<file path="src/rtl/tvaq_ram.sv">
// ----------------------------------------------------------------------------
// tvaq_ram
// Generic single write port, single read port RAM with registered read.
// ----------------------------------------------------------------------------
module tvaq_ram #(
  parameter int WIDTH = 32,
  parameter int DEPTH = 64
) (
  input  logic                     clk,
  input  logic                     we,
  input  logic [$clog2(DEPTH)-1:0] waddr,
  input  logic [WIDTH-1:0]         wdata,
  input  logic [$clog2(DEPTH)-1:0] raddr,
  output logic [WIDTH-1:0]         rdata
);

  logic [WIDTH-1:0] mem [DEPTH];

  always_ff @(posedge clk) begin
    if (we) begin
      mem[waddr] <= wdata;
    end
    rdata <= mem[raddr];
  end

endmodule

</file>
<file path="config.mk">
export PLATFORM = sky130hd
export DESIGN_NAME = tvaq_ram
export DESIGN_NICKNAME = d
export VERILOG_FILES = /design/src/rtl/tvaq_ram.sv
export SDC_FILE = /design/constraint.sdc
export NUM_CORES = 2
export LEC_CHECK = 0
export BUFFER_PORTS_ARGS = -buffer_cell sky130_fd_sc_hd__buf_4
export CAP_MARGIN = 15
export CORE_MARGIN = 2
export CORE_UTILIZATION = 55
export CTS_CLUSTER_DIAMETER = 150
export DETAILED_ROUTE_END_ITERATION = 7
export GPL_ROUTABILITY_DRIVEN = 0
export GPL_TIMING_DRIVEN = 0
export PLACE_DENSITY_LB_ADDON = 0.08
export SYNTH_ARGS = -nofsm -noshare
export SYNTH_HDL_FRONTEND = slang
export SYNTH_SLANG_ARGS = --single-unit
</file>
<file path="constraint.sdc">
create_clock -name clk -period 6.3 [get_ports clk]
set_clock_uncertainty 0.15 [all_clocks]
set_input_delay 0.63 -clock clk [delete_from_list [all_inputs] [get_ports clk]]
set_output_delay 0.63 -clock clk [all_outputs]
set_load 0.05 [all_outputs]
</file>
==> run summary <==
Outcome -> complete, no violations
Distinct cells, synth -> 34
Drt first pass iters -> 8
Global route overflow -> 0
Vias in the first global route -> 38,382
Worst-path clk slew -> 0.06 ns
Fill count -> 9,329
Min Tclk post-route -> 5.092 ns
CTS sink count -> 2,080
Critical Path RT -> 6.77 ns
Post-synth EDFFs -> 2,048
Setup crit end kind -> register
Core Util, Final -> 0.6352
Clock Root Buffer -> clkbuf_16
Final ANT Viol Nets -> 0
Max_cap viols -> 0
Syn_nets -> 3,370
PD cells -> 321.4 nW/um^2
Largest net degree at the start of global routing -> 65
Chip height -> 381.8 um
Critical path peak fanout -> 10
Final layout net count -> 3,727
First DRT Iteration DRCs -> 6,589
Hold Crit Class -> primary input to register
Biggest area consumer among synthesized cells -> edfxtp_1
Layout Cells excl Fill -> 5,744
Core ar. -> 141,600 um^2
RSZ-0062 raised after global routing -> false
Initial Util -> 0.5545
Post-CTS setup buffer count -> 0
WL/cell -> 40.54 um
Place WS -> 0.7536 ns
Worst Tran Pin Value -> 1.309 ns
Final period util -> 0.8082
Register area share after synthesis -> 0.7914
GRT Total Usage -> 0.3224
Top-area cell type share of the netlist area -> 0.7833
CTS tree -> done
Vias -> 39,137
I/O Buffers -> 69
Initial antenna violation count -> 21
Cell area after synthesis -> 78,520 um^2
Post-synth top flop -> edfxtp_1
YS warnings -> 0
Worst path arrival time -> 5.56 ns
CP Class -> primary input to register
Pwr Total -> 28.91 mW
Max H-tree Level -> 4
Area contributors post-synth -> edfxtp_1 78%, mux4_2 16%, mux2i_1 1.2%, dfxtp_1 0.82%, o22ai_1 0.67%
Worst Hold Slack -> 0.1457 ns
Layout cell share with drive strength beyond 1 -> 0.2924
Die footprint -> 145,800 um^2
CTS max path bufs -> 3
Synth cell count leaders -> 2,048 x edfxtp_1, 544 x mux4_2, 137 x nor2_1, 93 x mux2i_1, 84 x o22ai_1
Clock latency on the worst-skew pair -> 0.87 ns
Vias/cell -> 6.814
Rows -> 138
Num CTS Buffers -> 202
Hold Fails Final Rpt -> 0
Count leader, synth -> edfxtp_1
Die width -> 381.8 um
Final setup violation count -> 0
Worst slew margin -> 0.1276
DP HPWL -> 148,100 um
DR DRC count -> 0
Final instance area -> 89,930 um^2
Layer with the highest usage -> met2
Fmax achieved -> 196.4 MHz
Setup TNS -> 0 ns
I/O Pins -> 78
Routing usage on met3 -> 0.09500
Post-cts hold buffer count -> 0
Max IR drop VDD -> 278.7 uV
Mapped Cells -> 3,324
Syn-to-layout area delta -> 14.54%
Cts repair resizes -> 0
Async SR Flop Fraction -> 0
Setup ws final -> 1.208 ns
First-pass GRT wire length -> 313,000 um
Avg Synthesized Cell Area -> 23.62 um^2
Met2 Track Usage GR -> 0.4906
Routed wire length -> 232,900 um
Placement Cell Area -> 83,490 um^2
Cells after DPL -> 5,366
Synthesis-stage register bit count -> 2,080
Met1 usage -> 0.4342
Static Leak -> 28.02 nW
Crit path launch type -> primary input
Slew Viols, Final -> 0
-- layout make-up --
type	instances	area, um^2	area share
Timing Repair Buffer	153	2143	0.02383
Sequential cell	2080	62140	0.6910
Tap cell	1890	2365	0.02629
Clock inverter	106	958.4	0.01066
Clock buffer	264	5455	0.06066
Multi-Input combinational cell	1062	15970	0.1775
Buffer	182	888.4	0.009878
Antenna cell	7	17.52	0.0001948
-- logic make-up (layout without fill, tap and decap cells) --
family,count (synthesis),in the layout,share of synthesized area
AOI/OAI and AO/OA,202,202,0.01673
buffers and inverters,182,705,0.01128
DFF,2080,2080,0.7914
other,0,7,0
muxes,637,637,0.1679
and+or+nand+nor,223,223,0.01265
-- layer usage --
| layer | part of all wire | vias up | wire length [um] |
|---|---|---|---|
| met5 | 0.0010 | - | 233 |
| met4 | 0.053 | 14 | 12450 |
| met3 | 0.12 | 524 | 28170 |
| met2 | 0.47 | 2736 | 108600 |
| met1 | 0.36 | 20840 | 83460 |
| li1 | - | 15023 | - |
-- placed cells by master (no fill, tap or decap), types with 10 or more instances in the layout --
master and count:
buf_16 10, buf_4 96, clkinv_1 47, a22oi_1 12, nor2_4 62, buf_2 58
nand2_1 26, buf_6 12, nor2b_1 15, edfxtp_1 2048, mux4_2 544, clkbuf_16 208
o22ai_1 84, clkbuf_1 125, mux2i_1 93, dfxtp_1 32, o221ai_1 27, buf_1 20
buf_12 56, a21oi_1 62, bufinv_16 17, nor2_1 75, clkinv_2 31
-- worst paths after layout --
kind         startpoint          end  slack [ns]  depth (start not counted)
max            raddr[1]     rdata[6]        1.21                          9
min reg2reg  mem[12][4]     rdata[4]        0.78                          4
min           wdata[28]  mem[24][28]        0.15                          1
max reg2reg  mem[35][2]     rdata[2]        3.24                          5
-- registers in the layout (all words and copies together) (netlist names) --
| register | flops |
|---|---|
| mem | 2048 |
| rdata | 32 |
-- power by group --
group / leakage [nW] / switching, mW / internal, mW
clock: 3.14 / 5.04 / 6.76
combinational: 6.18 / 1.20 / 0.547
sequential: 18.7 / 0.0348 / 15.3
-- worst max-delay path, stage by stage --
cell and delay (ns):
buf_2 0.41, buf_2 0.42, buf_2 0.41, buf_1 0.95, nand3b_1 0.82, o221ai_1 0.48, a21oi_1 0.20, a21oi_1 0.94
nor2_1 0.26
No activity file was read; power rests on OpenSTA's default activity.
